## src/design/twtp_pkg.sv

```systemverilog
// ----------------------------------------------------------------------------
// twtp_pkg
// Shared types and constants for the hashed timing wheel timer pool.
// ----------------------------------------------------------------------------
package twtp_pkg;

    // fixed field widths
    localparam int OPCODE_W   = 2;
    localparam int TIMEOUT_W  = 32;
    localparam int HANDLE_W   = 5;
    localparam int OUT_SLOT_W = 6;
    localparam int ROT_W      = 26;
    localparam int STATUS_W   = 3;

    // cell index width, enough for the largest pool
    localparam int HIDX_W = 6;

    // a non-negative timeout has this many magnitude bits
    localparam int DIVIDEND_W = TIMEOUT_W - 1;
    localparam int DIV_CNT_W  = $clog2(DIVIDEND_W);

    localparam logic [ROT_W-1:0] ROT_MAX = '1;

    // operation codes
    typedef enum logic [OPCODE_W-1:0] {
        OP_ADD  = 2'd0,
        OP_DEL  = 2'd1,
        OP_TICK = 2'd2
    } t_opcode;

    // result status codes
    typedef enum logic [STATUS_W-1:0] {
        ST_ADDED   = 3'd0,
        ST_NEG     = 3'd1,
        ST_FULL    = 3'd2,
        ST_DEL     = 3'd3,
        ST_DEL_IGN = 3'd4,
        ST_EXPIRED = 3'd5,
        ST_DONE    = 3'd6
    } t_status;

    // controller states
    typedef enum logic [1:0] {
        S_IDLE,
        S_ADD,
        S_TICK
    } t_state;

    // input transaction payload
    typedef struct packed {
        logic [OPCODE_W-1:0]         opcode;
        logic signed [TIMEOUT_W-1:0] timeout;
        logic [HANDLE_W-1:0]         handle;
    } t_in_item;

    // output transaction payload
    typedef struct packed {
        t_status               status;
        logic [HANDLE_W-1:0]   handle_res;
        logic [OUT_SLOT_W-1:0] slot;
        logic [ROT_W-1:0]      rotation;
        logic                  last;
    } t_out_item;

    // commands broadcast from the controller to the cell row
    typedef struct packed {
        logic step;    // token holder passes the token on
        logic drop;    // token holder discards the token
        logic write;   // token holder stores a new timer
        logic expire;  // token holder frees its timer
        logic dec;     // token holder counts one rotation down
        logic del;     // addressed cell frees its timer
    } t_cell_cmd;

    // report of the cell that holds the token (all zero elsewhere)
    typedef struct packed {
        logic              tok;
        logic              valid;
        logic              match;
        logic              zero;
        logic [HIDX_W-1:0] idx;
    } t_cell_rep;

endpackage

```

## src/design/twtp_div.sv

```systemverilog
// ----------------------------------------------------------------------------
// twtp_div
// Four-stage constant divider: timeout / tick units gives the tick count, and
// tick count / slot count gives rotation and slot offset. Each division uses
// reciprocal multiplication followed by a one-step remainder fix-up.
// ----------------------------------------------------------------------------
module twtp_div import twtp_pkg::*; #(
    parameter int TICK_UNITS = 1,
    parameter int SLOTS      = 60,
    localparam int SLOT_W    = $clog2(SLOTS)
) (
    input  logic                  i_clk,
    input  logic                  i_rst_n,
    input  logic                  i_start,
    input  logic [DIVIDEND_W-1:0] i_dividend,
    output logic                  o_busy,
    output logic [SLOT_W-1:0]     o_slot_off,
    output logic [ROT_W-1:0]      o_rot
);

    // reciprocals scaled by 2^FRAC_SH; the estimate is low by at most one
    localparam int FRAC_SH = 32;
    localparam int RECIP_W = FRAC_SH + 1;
    localparam int PROD_W  = DIVIDEND_W + RECIP_W;
    localparam logic [RECIP_W-1:0] RECIP_A = RECIP_W'((64'd1 << FRAC_SH) / TICK_UNITS);
    localparam logic [RECIP_W-1:0] RECIP_B = RECIP_W'((64'd1 << FRAC_SH) / SLOTS);
    localparam logic [DIVIDEND_W-1:0] DIV_A = DIVIDEND_W'(TICK_UNITS);
    localparam logic [DIVIDEND_W-1:0] DIV_B = DIVIDEND_W'(SLOTS);

    logic [3:0]            r_stg;
    logic [DIVIDEND_W-1:0] r_num;
    logic [DIVIDEND_W-1:0] r_qa;
    logic [DIVIDEND_W-1:0] r_ticks;
    logic [DIVIDEND_W-1:0] r_qb;
    logic [SLOT_W-1:0]     r_off;
    logic [ROT_W-1:0]      r_rot;

    logic [PROD_W-1:0]     prod_a;
    logic [DIVIDEND_W-1:0] rem_a;
    logic [DIVIDEND_W-1:0] quo_a;
    logic [DIVIDEND_W-1:0] ticks;
    logic [PROD_W-1:0]     prod_b;
    logic [DIVIDEND_W-1:0] rem_b;
    logic [DIVIDEND_W-1:0] quo_b;
    logic [DIVIDEND_W-1:0] off_b;

    // quotient estimates from the reciprocals
    always_comb begin
        prod_a = PROD_W'(r_num) * PROD_W'(RECIP_A);
        prod_b = PROD_W'(r_ticks) * PROD_W'(RECIP_B);
    end

    // remainder check lifts a low estimate by one
    always_comb begin
        rem_a = r_num - r_qa * DIV_A;
        quo_a = (rem_a >= DIV_A) ? r_qa + DIVIDEND_W'(1) : r_qa;
        // a zero tick count stands for one tick
        ticks = (quo_a == '0) ? DIVIDEND_W'(1) : quo_a;
        rem_b = r_ticks - r_qb * DIV_B;
        if (rem_b >= DIV_B) begin
            quo_b = r_qb + DIVIDEND_W'(1);
            off_b = rem_b - DIV_B;
        end else begin
            quo_b = r_qb;
            off_b = rem_b;
        end
    end

    // stage valid bits
    always_ff @(posedge i_clk) begin
        if (!i_rst_n) begin
            r_stg <= '0;
        end else begin
            r_stg <= {r_stg[2:0], i_start};
        end
    end

    // datapath, one stage per cycle
    always_ff @(posedge i_clk) begin
        if (i_start) begin
            r_num <= i_dividend;
        end
        if (r_stg[0]) begin
            r_qa <= prod_a[FRAC_SH +: DIVIDEND_W];
        end
        if (r_stg[1]) begin
            r_ticks <= ticks;
        end
        if (r_stg[2]) begin
            r_qb <= prod_b[FRAC_SH +: DIVIDEND_W];
        end
        if (r_stg[3]) begin
            r_off <= off_b[SLOT_W-1:0];
            r_rot <= (quo_b > DIVIDEND_W'(ROT_MAX)) ? ROT_MAX : quo_b[ROT_W-1:0];
        end
    end

    assign o_busy     = |r_stg;
    assign o_slot_off = r_off;
    assign o_rot      = r_rot;

endmodule

```

## config.mk

```make
export PLATFORM = sky130hd
export DESIGN_NAME = twtp_div
export DESIGN_NICKNAME = d
export VERILOG_FILES = /design/src/design/twtp_pkg.sv /design/src/design/twtp_div.sv
export SDC_FILE = /design/constraint.sdc
export NUM_CORES = 1
export LEC_CHECK = 0
export ABC_AREA = 1
export BUFFER_PORTS_ARGS = -buffer_cell sky130_fd_sc_hd__buf_2
export CELL_PAD_IN_SITES_DETAIL_PLACEMENT = 0
export CELL_PAD_IN_SITES_GLOBAL_PLACEMENT = 1
export CORE_MARGIN = 2
export CORE_UTILIZATION = 53
export CTS_CLUSTER_SIZE = 30
export DETAILED_ROUTE_END_ITERATION = 7
export GPL_ROUTABILITY_DRIVEN = 0
export PLACE_DENSITY_LB_ADDON = 0.1
export SLEW_MARGIN = 40
export SYNTH_ARGS = -nofsm -noshare
export SYNTH_HDL_FRONTEND = slang
export SYNTH_SLANG_ARGS = --single-unit
export TNS_END_PERCENT = 30
```

## constraint.sdc

```tcl
create_clock -name i_clk -period 13.3 [get_ports i_clk]
set_input_delay 2.66 -clock i_clk [delete_from_list [all_inputs] [get_ports i_clk]]
set_output_delay 2.66 -clock i_clk [all_outputs]
set_load 0.05 [all_outputs]
```

==> results by group <==
Die
  • Die area: 41700 µm²
  • I/O pin count: 67
  • DIE WIDTH: between 200 and 250 µm
  • Die Y: ~200 µm
  • Site Rows: 73
  • Area of the core: around 40000 µm²
  • Initial Utilization: 0.536

Place
  • Final HPWL DP: between 50 and 60 mm
  • DP Area: between 20000 and 25000 µm²
  • Pre-CTS WS: 6.36 ns
  • I/O Buffers: between 60 and 70

Route
  • # DRC: 0
  • Routed length per instance: around 19 µm
  • 1st-pass router iterations: 6
  • Vias per inst: 5.45
  • Via count: about 18000
  • Final wirelength: between 60 and 70 mm
  • Final ANT Viol Nets: 0
  • DR iter-0 viols: between 1000 and 1500

Global routing
  • Number of antenna violations at the first check in global routing: 0
  • GRT overflow: 0
  • Global-route wire length before repair: around 98 mm
  • GRT Util Overall: 0.306
  • Number of global-route vias before repair: ~18000
  • Pin count of the biggest net entering global routing: 38

Critical path
  • Reg-to-Reg End: o_rot[0]
  • Reg2reg path depth: 34
  • Critical path's largest stage delay: 0.53 ns
  • CP Capture Type: flop
  • Critical R2R Launch: r_qb[3]
  • Flop2flop setup slack: about 6.3 ns
  • Crit-path slowest cell: fa_1
  • Worst Path Arrival: around 7.2 ns
  • Worst Path Class, Setup: reg2reg
  • Req. time, crit path: 13.48 ns
  • Max FO, Critical Path: 25
  • Most frequent CP cell: nand2_1
  • Setup crit start kind: flop

Power and ir drop
  • Leak: about 12 nW
  • Cell Int Power: ~1.4 mW
  • Switching part of the total: 0.497
  • Sequential share of power: 0.212
  • PD cells: 125 nW/µm²
  • Gate power share: 0.607
  • Net switching component of the power: 1.42 mW
  • Clk pwr share: 0.181
  • Worst VDD drop: 0.105 mV

Timing
  • RSZ-0062 raised after global routing: false
  • Fmax: 0.143 GHz
  • Clock period minus worst slack: roughly 7 ns
  • Worst setup margin: roughly 6.3 ns
  • Max Clock Skew: ~0.013 ns
  • Fin Setup TNS: 0 ns
  • Least-Margin Pin Slew: 0.794 ns
  • Final worst-path cycle share: 0.526
  • Final setup fails: 0
  • Tightest hold margin: between 0.4 and 0.5 ns
  • Max Slew Vio Count: 0
  • Fin. Hold Viols: 0
  • Worst rel slew slack: 0.465

Job
  • Maxcap violations: 0

Clock network
  • Setup Buffers After CTS: 0
  • CTS tree: yes
  • Clock sinks: between 150 and 200
  • Post-CTS Resized: 0
  • H-tree depth: 4
  • Root Buffer: clkbuf_16
  • Reg clk slew, reported paths: roughly 0.070 ns
  • CTS max path bufs: 2
  • Number of buffers created by CTS: 17
  • Hold_buf cts: 0
  • Clock latency on the worst-skew pair: roughly 0.45 ns

Hold path
  • Hold Path Origin: r_num[11]
  • Worst Hold Class: reg2reg
  • Min-Delay Endpoint: r_qa[11]
  • Hold depth: 0

Synthesis
  • Synth top area cells: edfxtp_1, ha_1, fa_1, nand2_1, inv_1
  • Register bit count reported by yosys: about 160
  • Syn_nets: 3201
  • Synth Flop Type: edfxtp_1
  • Asr flop ratio synth: 0
  • Top-area cell type share of the netlist area: 0.213
  • Synth area leader: edfxtp_1
  • Synth Instances: 2692
  • Mean Syn Cell Area: about 7.9 µm²
  • Number of synthesized flops with an enable pin: around 150
  • Synth warn: 0
  • Post-synthesis sequential area ratio: 0.217
  • Yosys cell types: 50
  • Cell Area, Synth: ~21000 µm²

Final layout
  • Commonest non-fill, non-tap cells in the layout: nand2_1, inv_1, ha_1, nor2_1, fa_1
  • End-of-flow core utilization: 0.574
  • Final Instance Area: around 23000 µm²
  • Layout cells sized above 1: 0.0525
  • Most common cell after layout, fill and taps aside: nand2_1
  • Nets: 3279
  • Number of diodes: 0
  • Area grow syn2layout: 7.20%

Run status
  • Outcome: complete, no violations
## worst max-delay path: cells and delay by family (launching register included)
family | cells | cell delay, ns
flops | 1 | 0.50
buf+inv | 4 | 0.42
compound gates | 9 | 1.67
fa+ha+maj | 4 | 1.71
simple gates | 16 | 2.29
xor+xnor | 1 | 0.12
## cell type report
class | count | area (µm²)
Timing Repair Buffer | 72 | 375
Sequential cell | 155 | 4610
Tap cell | 525 | 657
Inverter | 516 | 1940
Multi-Input combinational cell | 2008 | 14600
Clock inverter | 13 | 155
Fill cell | 3792 | 16900
Clock buffer | 19 | 433
## layer usage
layer / part of all wire / GRT usage
met1: 0.44 / 0.404
met2: 0.48 / 0.525
met3: 0.046 / 0.0359
met4: 0.034 / 0.0989
met5: 0 / 0
## registers in the layout, indices dropped and copies added (netlist names)
| name | count |
|---|---|
| o_slot_off | 6 |
| r_qb | 26 |
| r_ticks | 31 |
| r_num | 31 |
| r_qa | 31 |
| r_stg | 4 |
| o_rot | 26 |
## worst max-delay path by stage
| stage | start | end | slack [ns] | cells after the start |
|---|---|---|---|---|
| final | r_qb[3] | o_rot[0] | 6.30 | 34 |
| after detailed placement | r_qb[3] | o_rot[0] | 6.36 | 34 |
| after global routing | r_qb[3] | o_rot[16] | 5.53 | 35 |
| after CTS | r_qb[3] | o_rot[0] | 6.34 | 34 |
| after global placement | r_qb[3] | o_rot[19] | 6.35 | 33 |
| after floorplan | r_qb[3] | o_rot[12] | 7.53 | 35 |
## cells in the mapped netlist (2+ instances only)
cell and number:
clkinv_1 3, nand2_1 654, o21a_1 6, nor4_1 12, and3_1 3, a31oi_1 11, nand2_2 14, inv_2 7
nand4_4 2, buf_6 5, a221oi_1 2, clkbuf_1 3, nand3_2 3, dfxtp_1 4, buf_2 4, o21ai_1 7
edfxtp_1 151, xnor2_1 29, a21boi_0 4, o221ai_1 5, o31ai_1 3, fa_1 160, xor2_1 86, nor2_2 8
a21o_1 15, inv_1 506, nand4_1 59, o311ai_0 2, nor2_4 3, o21ai_0 70, o21bai_1 8, nor3b_1 5
o211ai_1 7, nor2_1 207, nor3_1 41, ha_1 315, nand3b_1 9, nor3_2 2, a21oi_1 135, nand3_1 112
## kinds of logic after synthesis
| kind of cell | count (synthesis) | synth area share |
|---|---|---|
| fa+ha+maj | 475 | 0.336 |
| compound gates | 280 | 0.0743 |
| buf+inv | 529 | 0.0955 |
| flops | 155 | 0.217 |
| simple gates | 1138 | 0.229 |
| xor+xnor | 115 | 0.0474 |
## metrics by stage
stage,std cells,power [mW]
6_report,3308,2.85
3_3_place_gp,3275,2.30
5_1_grt,3308,3.09
3_5_place_dp,3276,2.31
4_1_cts,3308,2.83
2_1_floorplan,2692,1.85
## power by group through the flow
| stage | logic [mW] | registers [mW] | clock network, mW |
|---|---|---|---|
| 2_1_floorplan | 1.24 | 0.610 | 0 |
| 3_3_place_gp | 1.69 | 0.614 | 0 |
| 3_5_place_dp | 1.69 | 0.614 | 0 |
| 4_1_cts | 1.71 | 0.604 | 0.520 |
| 5_1_grt | 1.94 | 0.606 | 0.538 |
| 6_report | 1.73 | 0.604 | 0.517 |
No activity file was read; power rests on OpenSTA's default activity.
