File: src/design/twtp_pkg.sv
// ----------------------------------------------------------------------------
// twtp_pkg
// Shared types and constants for the hashed timing wheel timer pool.
// ----------------------------------------------------------------------------
package twtp_pkg;

    // fixed field widths
    localparam int OPCODE_W   = 2;
    localparam int TIMEOUT_W  = 32;
    localparam int HANDLE_W   = 5;
    localparam int OUT_SLOT_W = 6;
    localparam int ROT_W      = 26;
    localparam int STATUS_W   = 3;

    // cell index width, enough for the largest pool
    localparam int HIDX_W = 6;

    // a non-negative timeout has this many magnitude bits
    localparam int DIVIDEND_W = TIMEOUT_W - 1;
    localparam int DIV_CNT_W  = $clog2(DIVIDEND_W);

    localparam logic [ROT_W-1:0] ROT_MAX = '1;

    // operation codes
    typedef enum logic [OPCODE_W-1:0] {
        OP_ADD  = 2'd0,
        OP_DEL  = 2'd1,
        OP_TICK = 2'd2
    } t_opcode;

    // result status codes
    typedef enum logic [STATUS_W-1:0] {
        ST_ADDED   = 3'd0,
        ST_NEG     = 3'd1,
        ST_FULL    = 3'd2,
        ST_DEL     = 3'd3,
        ST_DEL_IGN = 3'd4,
        ST_EXPIRED = 3'd5,
        ST_DONE    = 3'd6
    } t_status;

    // controller states
    typedef enum logic [1:0] {
        S_IDLE,
        S_ADD,
        S_TICK
    } t_state;

    // input transaction payload
    typedef struct packed {
        logic [OPCODE_W-1:0]         opcode;
        logic signed [TIMEOUT_W-1:0] timeout;
        logic [HANDLE_W-1:0]         handle;
    } t_in_item;

    // output transaction payload
    typedef struct packed {
        t_status               status;
        logic [HANDLE_W-1:0]   handle_res;
        logic [OUT_SLOT_W-1:0] slot;
        logic [ROT_W-1:0]      rotation;
        logic                  last;
    } t_out_item;

    // commands broadcast from the controller to the cell row
    typedef struct packed {
        logic step;    // token holder passes the token on
        logic drop;    // token holder discards the token
        logic write;   // token holder stores a new timer
        logic expire;  // token holder frees its timer
        logic dec;     // token holder counts one rotation down
        logic del;     // addressed cell frees its timer
    } t_cell_cmd;

    // report of the cell that holds the token (all zero elsewhere)
    typedef struct packed {
        logic              tok;
        logic              valid;
        logic              match;
        logic              zero;
        logic [HIDX_W-1:0] idx;
    } t_cell_rep;

endpackage

File: src/design/twtp_cell.sv
// ----------------------------------------------------------------------------
// twtp_cell
// One timer entry of the pool. A scan token travels along the row of cells;
// the cell that holds it reports its entry and obeys the broadcast command.
// ----------------------------------------------------------------------------
module twtp_cell import twtp_pkg::*; #(
    parameter int SLOT_W = 6,
    parameter int IDX    = 0
) (
    input  logic                i_clk,
    input  logic                i_rst_n,
    input  logic                i_tok,
    output logic                o_tok,
    input  t_cell_cmd           i_cmd,
    input  logic [SLOT_W-1:0]   i_cur_slot,
    input  logic [SLOT_W-1:0]   i_wr_slot,
    input  logic [ROT_W-1:0]    i_wr_rounds,
    input  logic [HANDLE_W-1:0] i_del_handle,
    output t_cell_rep           o_rep,
    output logic                o_del_hit
);

    localparam logic [HIDX_W-1:0] MY_IDX = HIDX_W'(IDX);

    logic              r_tok;
    logic              r_valid;
    logic [SLOT_W-1:0] r_slot;
    logic [ROT_W-1:0]  r_rounds;
    logic              n_tok;
    logic              n_valid;
    logic              addressed;

    // direct addressing for delete
    assign addressed = ({1'b0, i_del_handle} == MY_IDX);
    assign o_del_hit = r_valid & addressed;

    // token hand-over to the right-hand neighbour
    assign o_tok = r_tok & i_cmd.step;
    assign n_tok = i_tok | (r_tok & ~i_cmd.step & ~i_cmd.drop);

    // entry state update
    always_comb begin
        n_valid = r_valid;
        if (r_tok && i_cmd.write) begin
            n_valid = 1'b1;
        end else if (r_tok && i_cmd.expire) begin
            n_valid = 1'b0;
        end else if (i_cmd.del && addressed) begin
            n_valid = 1'b0;
        end
    end

    // report, only from the token holder
    always_comb begin
        o_rep.tok   = r_tok;
        o_rep.valid = r_tok & r_valid;
        o_rep.match = r_tok & (r_slot == i_cur_slot);
        o_rep.zero  = r_tok & (r_rounds == '0);
        o_rep.idx   = r_tok ? MY_IDX : '0;
    end

    // control state
    always_ff @(posedge i_clk) begin
        if (!i_rst_n) begin
            r_tok   <= 1'b0;
            r_valid <= 1'b0;
        end else begin
            r_tok   <= n_tok;
            r_valid <= n_valid;
        end
    end

    // entry payload
    always_ff @(posedge i_clk) begin
        if (r_tok && i_cmd.write) begin
            r_slot   <= i_wr_slot;
            r_rounds <= i_wr_rounds;
        end else if (r_tok && i_cmd.dec) begin
            r_rounds <= r_rounds - ROT_W'(1);
        end
    end

endmodule

File: config.mk
export PLATFORM = sky130hd
export DESIGN_NAME = twtp_cell
export DESIGN_NICKNAME = d
export VERILOG_FILES = /design/src/design/twtp_pkg.sv /design/src/design/twtp_cell.sv
export SDC_FILE = /design/constraint.sdc
export NUM_CORES = 1
export LEC_CHECK = 0
export ABC_AREA = 1
export CORE_ASPECT_RATIO = 1.1
export CORE_MARGIN = 3
export CORE_UTILIZATION = 38
export DETAILED_ROUTE_END_ITERATION = 6
export DONT_BUFFER_PORTS = 1
export GPL_TIMING_DRIVEN = 0
export SETUP_SLACK_MARGIN = 0.02
export SLEW_MARGIN = 10
export SYNTH_ARGS = -nofsm -noshare
export SYNTH_HDL_FRONTEND = slang
export SYNTH_SLANG_ARGS = --single-unit
File: constraint.sdc
create_clock -name i_clk -period 2.1 [get_ports i_clk]
set_input_delay 0.42 -clock i_clk [delete_from_list [all_inputs] [get_ports i_clk]]
set_output_delay 0.42 -clock i_clk [all_outputs]
set_load 0.05 [all_outputs]
==> results by group, run 1 <==
Power
  – Share of power burned in the clock network: roughly 31%
  – Total Power Consumption: about 0.0016 W
  – Switching part of the total power: 28.3%
  – Worst supply voltage drop on vdd: 0.299 mV
  – Internal Dissipation: 0.00111 W
  – Proportion of power drawn by flip-flops and latches: 53.9%
  – Total net switching power: about 0.00044 W
  – Leak: 1.10 nW
  – Cell Pwr Density: approximately 600 nW/um^2
  – Combinational fraction of design power: 15.6%

Setup path
  – Maximum fanout along the worst path: 4
  – Largest delay share family, worst path: simple AND/OR/NAND/NOR gates
  – Worst Path Arrival: around 1.7 ns
  – Largest stage delay on the critical path: 0.49 ns
  – Worst endpoint required time: 1.68 ns
  – Levels on crit path: 7
  – Type of the worst setup path: reg -> out
  – Buffers & Inverters on Critical Path: 1
  – Cell with the biggest individual delay on the critical path: edfxtp_1
  – CP Launch Type: flip-flop
  – Reg2reg path depth: 3
  – Most used cell, CP: nor2_4
  – Capturing element type of the critical path: output port
  – Critical-path cell list: nor2_2 > nand2_2 > inv_2 > nand3b_4 > nor2_4 > nand3_2 > nor2_4

Drt
  – Met2 wire length: 2.49 mm
  – Post-Route WL: ~5.3 mm
  – Detailed-route via count: 1,963
  – Final routed wire length divided by cell count: 13.3 um
  – Remaining DRCs: 0
  – Met3 Wirelength: 253 um
  – Via density: around 5
  – Pre-antenna DRT Iters: 5
  – Top routing layer in use: met4
  – Number of routed nets with antenna violations: 0
  – Wire length on met1: around 2.4 mm
  – DR iter-0 viols: 105

STA
  – Final-layout setup total negative slack: 0 ns
  – Worst slew slack as a fraction of its limit: 44.9%
  – Min Clock Period, post-route: between 2 and 2.5 ns
  – Least-Margin Pin Slew: 0.823 ns
  – Achievable clock frequency: 480 MHz
  – Final period util: 99.1%
  – Unrepaired setup endpoints after global routing: yes
  – Worst clock skew: just over 0.008 ns
  – Number of hold violations in the final report: 0
  – Max Transition Viols Final: 0
  – Post-route setup slack: 0.0181 ns
  – Final-report setup violation count: 0

Final layout
  – Fill cell instance count of the final layout: 604
  – Area of the multi-input gates: 1210 um^2
  – Area growth, synth to finish: 15.2%
  – Final standard cell area without fillers: 2660 um^2
  – Ratio of cells with drive above 1 in the final layout: 21.1%
  – # diodes: 0
  – FF/Latch Area: 1000 um^2
  – Final Net Count: 374
  – Number of non-filler instances in the completed layout: 399

CTS
  – Buffer type at the clock tree root: clkbuf_8
  – Num CTS Buffers: 5
  – CTS tree: built
  – H-tree depth reported by CTS: 2
  – Source-to-sink clock delay at the later pin of the worst-skew pair: 0.29 ns
  – Clock input transition at the sequential cells of the worst setup and hold paths: 0.07 ns
  – TritonCTS Sinks: 34
  – Clock Path Buffers: 2

Floorplanning
  – Placeable Area: approximately 6000 um^2
  – Vertical die dimension: 87.7 um
  – Floorplan row count: 29
  – Total die area: 7040 um^2
  – DIE WIDTH: 80.3 um
  – Starting density of the core: 39.5%
  – I/O pin cnt: between 60 and 70

Synthesis
  – Sequential-to-total area share from yosys stat: between 40% and 50%
  – Post-synthesis xor/xnor area fraction: under 10%
  – Cell taking the most area after synthesis: edfxtp_1
  – Synth top area cells: edfxtp_1 42%, nand2_1 14%, nor2_1 6.7%, nand3_1 5.6%, inv_1 4.6%
  – Commonest cells in the netlist: 88 x nand2_1, 41 x nor2_1, 32 x edfxtp_1
  – Combinational family with the most area after synthesis: simple AND/OR/NAND/NOR gates
  – Post-Syn Area per Cell: between 7 and 8 um^2
  – Adder and majority gate portion of the synthesized area: less than 1%
  – Fraction of registers with async set or reset after synthesis: 0%
  – Synth warn: 0
  – Number of synthesized flops with an enable pin: 32
  – Synthesized cell area: 2310 um^2
  – Synthesized-area fraction occupied by and/or/nand/nor cells: roughly two fifths
  – Multiplexer share of the synthesized area: 0%
  – Synth Area in Compound Gates: under 10%
  – Leading cell type by number of instances after synthesis: nand2_1
  – Main synth FF type: edfxtp_1
  – Yosys cell types: 30
  – Number of register bits inferred by synthesis: 34
  – Share of the synthesized area in the top cell type: approximately two fifths
  – Number of cells produced by synthesis: 299

Job
  – Maximum Capacitance Violations: 0

Global route
  – Largest net degree at the start of global routing: 27
  – Via count of the first global-routing pass: 1,782
  – Initial antenna violation count: 0
  – Global-route usage over all layers: 15.7%
  – Grt total ovfl: 0
  – First-pass GRT wire length: around 8.4 mm

Placement
  – Post-detailed-placement cell area: 2430 um^2
  – Worst-case setup slack after placement: -0.127 ns
  – Sum of net half-perimeters after detailed placement: 3.97 mm
  – Placer congestion estimate: around 0.87
  – Port Buffer Count: 0
  – Placed Cells incl. Taps: approximately 380

Status
  – Run status: complete, no violations

Min path
  – Hold depth: 0
  – Classification of the worst-slack hold path: in -> reg
## state kept, by name, summed over array words and instances, names as in the netlist
register	flops
r_valid	1
r_slot	6
r_rounds	26
r_tok	1
## metal layers
metal  GRT usage, %  up-vias
met5              0        -
met4           7.99        0
met3           3.40       11
met2           25.4       51
met1           19.9      891
li1               -     1010
## power by group through the flow
stage	clock (W)	combinational [W]	sequential, W
6_report	0.000473	0.000242	0.000836
5_1_grt	0.000516	0.000274	0.000841
4_1_cts	0.000486	0.000227	0.000837
3_5_place_dp	0	0.000215	0.000851
3_3_place_gp	0	0.000210	0.000851
2_1_floorplan	0	0.000182	0.000839
## layout by cell type (no fill, tap or decap), types with 3 or more instances in the layout
cell type | Yosys | layout
o21ai_0 | 4 | 4
edfxtp_1 | 32 | 32
a21oi_1 | 3 | 3
nor2_2 | 7 | 10
nand2_2 | 5 | 4
nand3_1 | 26 | 25
or2_2 | 3 | 3
buf_2 | 5 | 5
buf_4 | 7 | 17
nand4_1 | 9 | 9
a31oi_1 | 8 | 8
inv_2 | 2 | 3
nor2_1 | 41 | 35
inv_1 | 28 | 26
xnor2_1 | 7 | 7
nor2_4 | 8 | 11
conb_1 | 1 | 6
nand2_1 | 88 | 87
clkbuf_8 | 0 | 5
## area by class of cell
class | count | area share [%]
Buffer | 12 | 2.92
Timing Repair Buffer | 10 | 2.82
Inverter | 30 | 4.33
Tap cell | 77 | 3.63
Multi-Input combinational cell | 228 | 45.6
Clock buffer | 6 | 2.73
Sequential cell | 34 | 37.7
Clock inverter | 2 | 0.330
## path summary, 6_finish.rpt
path | from | end | slack, ns
setup / recovery | r_rounds[4] | o_rep[6] | 0.02
hold / removal | i_wr_slot[5] | r_slot[5] | 0.22
setup reg to reg | r_tok | r_rounds[5] | 0.30
hold reg to reg | r_valid | r_valid | 0.51
## logic make-up (layout without fill, tap and decap cells)
group,Yosys count,count (layout)
AND/OR/NAND/NOR,192,192
buffers and inverters,42,60
adder cells (fa/ha/maj),1,1
XOR/XNOR,9,9
other,1,6
flip-flops,34,34
AO/OA/AOI/OAI,20,20
## what timing repair did
| item | 4_1_cts | 5_1_grt |
|---|---|---|
| setup endpoints to repair | 27 | 2 |
| gates resized for setup | 13 | 5 |
| endpoints found under the hold margin | 0 | 0 |
| hold buffers | 0 | 0 |
| buffers inserted | 2 | 8 |
| pin swaps | 4 | 3 |
## through the flow
stage	util (%)	hold slack, ns
3_3_place_gp	41.7	0.499
5_1_grt	45.5	0.210
3_5_place_dp	41.7	0.514
6_report	45.5	0.224
2_1_floorplan	-	0.472
4_1_cts	44.1	0.215
No activity file was read; power rests on OpenSTA's default activity.
==> inputs of run 2 (changes only) <==
--- a/config.mk
+++ b/config.mk
@@ -9,6 +9,7 @@
 export CORE_ASPECT_RATIO = 1.1
 export CORE_MARGIN = 3
 export CORE_UTILIZATION = 38
+export CTS_BUF_LIST = sky130_fd_sc_hd__clkbuf_2 sky130_fd_sc_hd__clkbuf_4 sky130_fd_sc_hd__clkbuf_8
 export DETAILED_ROUTE_END_ITERATION = 6
 export DONT_BUFFER_PORTS = 1
 export GPL_TIMING_DRIVEN = 0
==> run 2 against run 1 <==
Non-clock buffer count unchanged. Clock skew about the same. Final area up 0.14%. Global-route usage about the same. Core utilization up 0.064 points. Worst hold slack about the same. Routed wire length about the same. Die area unchanged. Critical endpoint unchanged.
==> results by group, run 2 (synthesis gave the netlist of run 1 again) <==
Drt
  – Post-Route WL: 5.29 mm
  – Pre-antenna DRT Iters: 5
  – Remaining DRCs: 0
  – Via density: slightly below 5
  – Number of routed nets with antenna violations: 0
  – Final routed wire length divided by cell count: ~13 um
  – Detailed-route via count: 1,965
  – DR iter-0 viols: 92

STA
  – Unrepaired setup endpoints after global routing: yes
  – Least-Margin Pin Slew: roughly 0.82 ns
  – Worst slew slack as a fraction of its limit: between 40 and 50%
  – Final period util: 99.1%
  – Number of hold violations in the final report: 0
  – Final-report setup violation count: 0
  – Worst clock skew: 0.00813 ns
  – Achievable clock frequency: 480 MHz
  – Min Clock Period, post-route: approximately 2.1 ns
  – Final-layout setup total negative slack: 0 ns
  – Max Transition Viols Final: 0

Floorplanning
  – Vertical die dimension: 87.7 um
  – Starting density of the core: slightly below 40%
  – Total die area: 7040 um^2
  – Floorplan row count: 29
  – DIE WIDTH: around 80 um
  – I/O pin cnt: 64
  – Placeable Area: 5840 um^2

Final layout
  – Largest register by flop count: r_rounds
  – Fill cell instance count of the final layout: 605
  – Number of non-filler instances in the completed layout: 399
  – FF/Latch Area: 1000 um^2
  – Number of flip-flops in the largest register: 26
  – Most common cell after layout, fill and taps aside: nand2_1
  – Biggest registers after layout: r_rounds x26, r_slot x6
  – Area growth, synth to finish: 15.3%
  – Final Net Count: 374
  – # diodes: 0
  – Area of the multi-input gates: 1210 um^2
  – Most frequent cells in the layout: 87 x nand2_1, 35 x nor2_1, 32 x edfxtp_1
  – Ratio of cells with drive above 1 in the final layout: 21.4%

Placement
  – Placed Cells incl. Taps: roughly 380
  – Sum of net half-perimeters after detailed placement: 3.97 mm
  – Port Buffer Count: 0
  – Placer congestion estimate: 0.867

CTS
  – CTS tree: built
  – Clock input transition at the sequential cells of the worst setup and hold paths: 0.07 ns
  – H-tree depth reported by CTS: 2
  – TritonCTS Sinks: 34
  – Count of hold-fix buffers inserted at cts: 0
  – Clock Path Buffers: 2
  – Num CTS Buffers: 5
  – Source-to-sink clock delay at the later pin of the worst-skew pair: 0.29 ns
  – Buffer type at the clock tree root: clkbuf_8

Power
  – Cell Pwr Density: 588 nW/um^2
  – Total Power Consumption: approximately 0.0016 W
  – Leak: ~1.1 nW
  – Worst supply voltage drop on vdd: 0.299 mV

Setup path
  – Worst Path Arrival: 1.66 ns
  – Largest delay share family, worst path: simple AND/OR/NAND/NOR gates
  – Largest stage delay on the critical path: 0.49 ns
  – CP Launch Type: flip-flop
  – Capturing element type of the critical path: output port
  – Most used cell, CP: nor2_4
  – Critical-path cell list: nor2_2 > nand2_2 > inv_2 > nand3b_4 > nor2_4 > nand3_2 > nor2_4
  – Cell with the biggest individual delay on the critical path: edfxtp_1
  – Buffers & Inverters on Critical Path: 1
  – Worst endpoint required time: 1.68 ns
  – Type of the worst setup path: reg -> out
  – Maximum fanout along the worst path: 4

Global route
  – Initial antenna violation count: 0
  – Via count of the first global-routing pass: between 1,500 and 2,000
  – First-pass GRT wire length: 8.38 mm
  – Grt total ovfl: 0
  – Largest net degree at the start of global routing: 27
  – Global-route usage over all layers: 15.8%

Min path
  – Classification of the worst-slack hold path: in -> reg

Status
  – Run status: complete, no violations

Job
  – Maximum Capacitance Violations: 0
## run 2: what timing repair did
item	4_1_cts	5_1_grt
resized for setup	11	7
setup endpoints to repair	27	2
setup buffers	2	8
pin swaps	4	3
## run 2: per-layer routing
layer | global-route usage (%) | wire, um | up-vias
li1 | - | - | 1010
met1 | 19.9 | 2380 | 893
met2 | 25.4 | 2490 | 51
met3 | 3.40 | 253 | 11
met4 | 7.99 | 169 | 0
met5 | 0 | 0 | -
## run 2: worst reg2reg max path, stage by stage (launching register included)
cell and delay (ns):
dfxtp_1 0.51, nand2_1 0.18, buf_2 0.23, nand2_2 0.51
## run 2: area by class of cell
| class | count | share of cell area [%] |
|---|---|---|
| plain buffers | 12 | 2.91 |
| clock buffers | 6 | 2.87 |
| clock inverters | 2 | 0.329 |
| multi-input cells | 228 | 45.5 |
| inverters | 30 | 4.33 |
| well taps | 77 | 3.62 |
| repair buffers | 10 | 2.82 |
| flip-flops and latches | 34 | 37.6 |
## run 2: metrics by stage
stage / setup slack, ns / area, um^2 / utilization [%] / hold slack [ns]
floorplan: 0.104 / 2340 / - / 0.472
global placement: -0.0875 / 2430 / 41.7 / 0.499
detailed placement: -0.127 / 2430 / 41.7 / 0.514
CTS: -0.0578 / 2570 / 44.1 / 0.215
global route: -0.0561 / 2660 / 45.6 / 0.210
finish: 0.0181 / 2660 / 45.6 / 0.224
## run 2: final timing paths
kind | startpoint | end | slack (ns) | cells past startpoint
worst max-delay path | r_rounds[4] | o_rep[6] | 0.02 | 7
worst min register to register | r_valid | r_valid | 0.51 | 2
worst min-delay path | i_wr_slot[5] | r_slot[5] | 0.22 | 0
worst max register to register | r_tok | r_rounds[5] | 0.30 | 3
## run 2: power by group
| group | leakage, nW | switching (W) | internal, W |
|---|---|---|---|
| Combinational | 0.746 | 0.000155 | 0.0000872 |
| Sequential | 0.316 | 0.0000394 | 0.000797 |
| Clock | 0.0460 | 0.000244 | 0.000241 |
==> inputs of run 3 (changes only) <==
==> constraint.sdc (replaced) <==
create_clock -name i_clk -period 1.84 [get_ports i_clk]
set_input_delay 0.368 -clock i_clk [delete_from_list [all_inputs] [get_ports i_clk]]
set_output_delay 0.368 -clock i_clk [all_outputs]
set_load 0.05 [all_outputs]
==> run 3 against run 2 <==
Register-to-register slack worse by 0.10 ns. Largest power group unchanged. First-iteration DRC count is 41% higher. Critical path depth is 2 lower. Power is 15% higher. Highest routed layer unchanged. The flow now finishes with violations (setup timing).
==> results by group, run 3 (synthesis gave the netlist of run 1 again) <==
Drt
  – DR iter-0 viols: 130
  – Pre-antenna DRT Iters: 4
  – Final routed wire length divided by cell count: about 14 um
  – Remaining DRCs: 0
  – Via density: 4.90
  – Detailed-route via count: 1,971
  – Number of routed nets with antenna violations: 0
  – Post-Route WL: around 5.4 mm

STA
  – Worst hold margin: 0.170 ns
  – Min Clock Period, post-route: 2.01 ns
  – Post-route setup slack: -0.166 ns
  – Worst slew slack as a fraction of its limit: between 40% and 50%
  – Final period util: 109%
  – Least-Margin Pin Slew: 0.823 ns
  – Achievable clock frequency: 498 MHz
  – Unrepaired setup endpoints after global routing: yes
  – Final-layout setup total negative slack: -0.175 ns
  – Final-report setup violation count: 2
  – Max Transition Viols Final: 0
  – Number of hold violations in the final report: 0
  – Worst clock skew: 0.00873 ns

Floorplanning
  – Vertical die dimension: 87.7 um
  – I/O pin cnt: 64
  – Floorplan row count: 29
  – Placeable Area: between 5000 and 6000 um^2
  – DIE WIDTH: 80.3 um
  – Total die area: 7040 um^2
  – Starting density of the core: between 30% and 40%

Status
  – Failing checks: setup timing
  – Run status: complete, but fails checks

Power
  – Leak: 1.12 nW
  – Worst supply voltage drop on vdd: approximately 0.34 mV
  – Cell Pwr Density: 667 nW/um^2

Setup path
  – Buffers & Inverters on Critical Path: 0
  – Worst Path Arrival: between 1.5 and 2 ns
  – Maximum fanout along the worst path: 4
  – Largest stage delay on the critical path: 0.46 ns
  – CP Launch Type: flip-flop
  – Critical-path cell list: nor2_1 > nand2_1 > nor2_4 > nand3_2 > nor2_4
  – Type of the worst setup path: reg -> out
  – Capturing element type of the critical path: output port
  – Worst endpoint required time: approximately 1.5 ns
  – Most used cell, CP: nor2_4
  – Largest delay share family, worst path: simple AND/OR/NAND/NOR gates
  – Cell with the biggest individual delay on the critical path: edfxtp_1

Final layout
  – Biggest registers after layout: r_rounds x26, r_slot x6
  – Final Net Count: 377
  – Area growth, synth to finish: 16.5%
  – Most frequent cells in the layout: 87 x nand2_1, 35 x nor2_1, 32 x edfxtp_1
  – Number of flip-flops in the largest register: 26
  – FF/Latch Area: 1000 um^2
  – Largest register by flop count: r_rounds
  – Ratio of cells with drive above 1 in the final layout: between 20 and 25%
  – Area of the multi-input gates: 1220 um^2
  – # diodes: 0
  – Fill cell instance count of the final layout: 601
  – Most common cell after layout, fill and taps aside: nand2_1

Global route
  – Via count of the first global-routing pass: 1,900
  – Global-route usage over all layers: 16.5%
  – Initial antenna violation count: 0
  – Grt total ovfl: 0
  – Largest net degree at the start of global routing: 27
  – First-pass GRT wire length: 8.81 mm

CTS
  – Clock input transition at the sequential cells of the worst setup and hold paths: 0.07 ns
  – Source-to-sink clock delay at the later pin of the worst-skew pair: approximately 0.29 ns
  – CTS tree: built
  – Buffer type at the clock tree root: clkbuf_8
  – Num CTS Buffers: 5
  – Clock Path Buffers: 2
  – H-tree depth reported by CTS: 2
  – TritonCTS Sinks: 34

Min path
  – Classification of the worst-slack hold path: in -> reg

Job
  – Maximum Capacitance Violations: 0

Placement
  – Worst-case setup slack after placement: -0.387 ns
  – Port Buffer Count: 0
  – Sum of net half-perimeters after detailed placement: 3.97 mm
  – Placer congestion estimate: 0.867
[run 3: changes by cell type in the layout (fill, tap and decap cells not counted)]
cell / before / now
inv_2: 3 / 4
nand2_2: 4 / 3
inv_1: 26 / 25
buf_4: 17 / 20
nand2_4: 2 / 3
[run 3: path summary, 6_finish.rpt]
| kind | from | endpoint | slack (ns) | cells past startpoint |
|---|---|---|---|---|
| worst max-delay path | r_rounds[14] | o_rep[6] | -0.17 | 5 |
| worst min-delay path | i_wr_slot[5] | r_slot[5] | 0.17 | 0 |
| worst max register to register | r_rounds[6] | r_rounds[24] | 0.20 | 9 |
| worst min register to register | r_valid | r_valid | 0.52 | 2 |
[run 3: cell type report]
type                            instances  area share, %
Tap cell                               77           3.58
Inverter                               30           4.28
Clock buffer                            6           2.84
Timing Repair Buffer                   13           3.63
Sequential cell                        34           37.2
Buffer                                 12           2.89
Clock inverter                          2          0.326
Multi-Input combinational cell        228           45.2
[run 3: metal layers]
layer  track usage, %  vias up  routed length (um)  share of wire, %
met2             27.0       58                2560                47
met3             3.40        9                 303               5.6
met1             20.4      889                2400                44
li1                 -     1015                   -                 -
met5                0        -                   0                 0
met4             8.76        0                 166               3.1
[run 3: stage by stage]
stage | instances | utilization (%) | power (W) | instance area, um^2
2_1_floorplan | 304 | - | 0.00116 | 2340
3_3_place_gp | 381 | 41.7 | 0.00121 | 2430
3_5_place_dp | 381 | 41.7 | 0.00122 | 2430
4_1_cts | 401 | 45.9 | 0.00181 | 2680
5_1_grt | 402 | 46.0 | 0.00188 | 2690
6_report | 402 | 46.0 | 0.00179 | 2690
[run 3: what timing repair did]
action,in CTS,in global routing
endpoints found under the setup margin,28,2
pin swaps,7,1
cloned,0,0
buffers inserted,12,1
hold buffers,0,0
endpoints found under the hold margin,0,0
gates resized for setup,19,1
[run 3: report_power, final]
group	switching (W)	leakage [nW]	internal, W	total [W]
Clock	0.000281	0.0460	0.000275	0.000556
Combinational	0.000182	0.760	0.000104	0.000286
Sequential	0.0000436	0.316	0.000909	0.000952
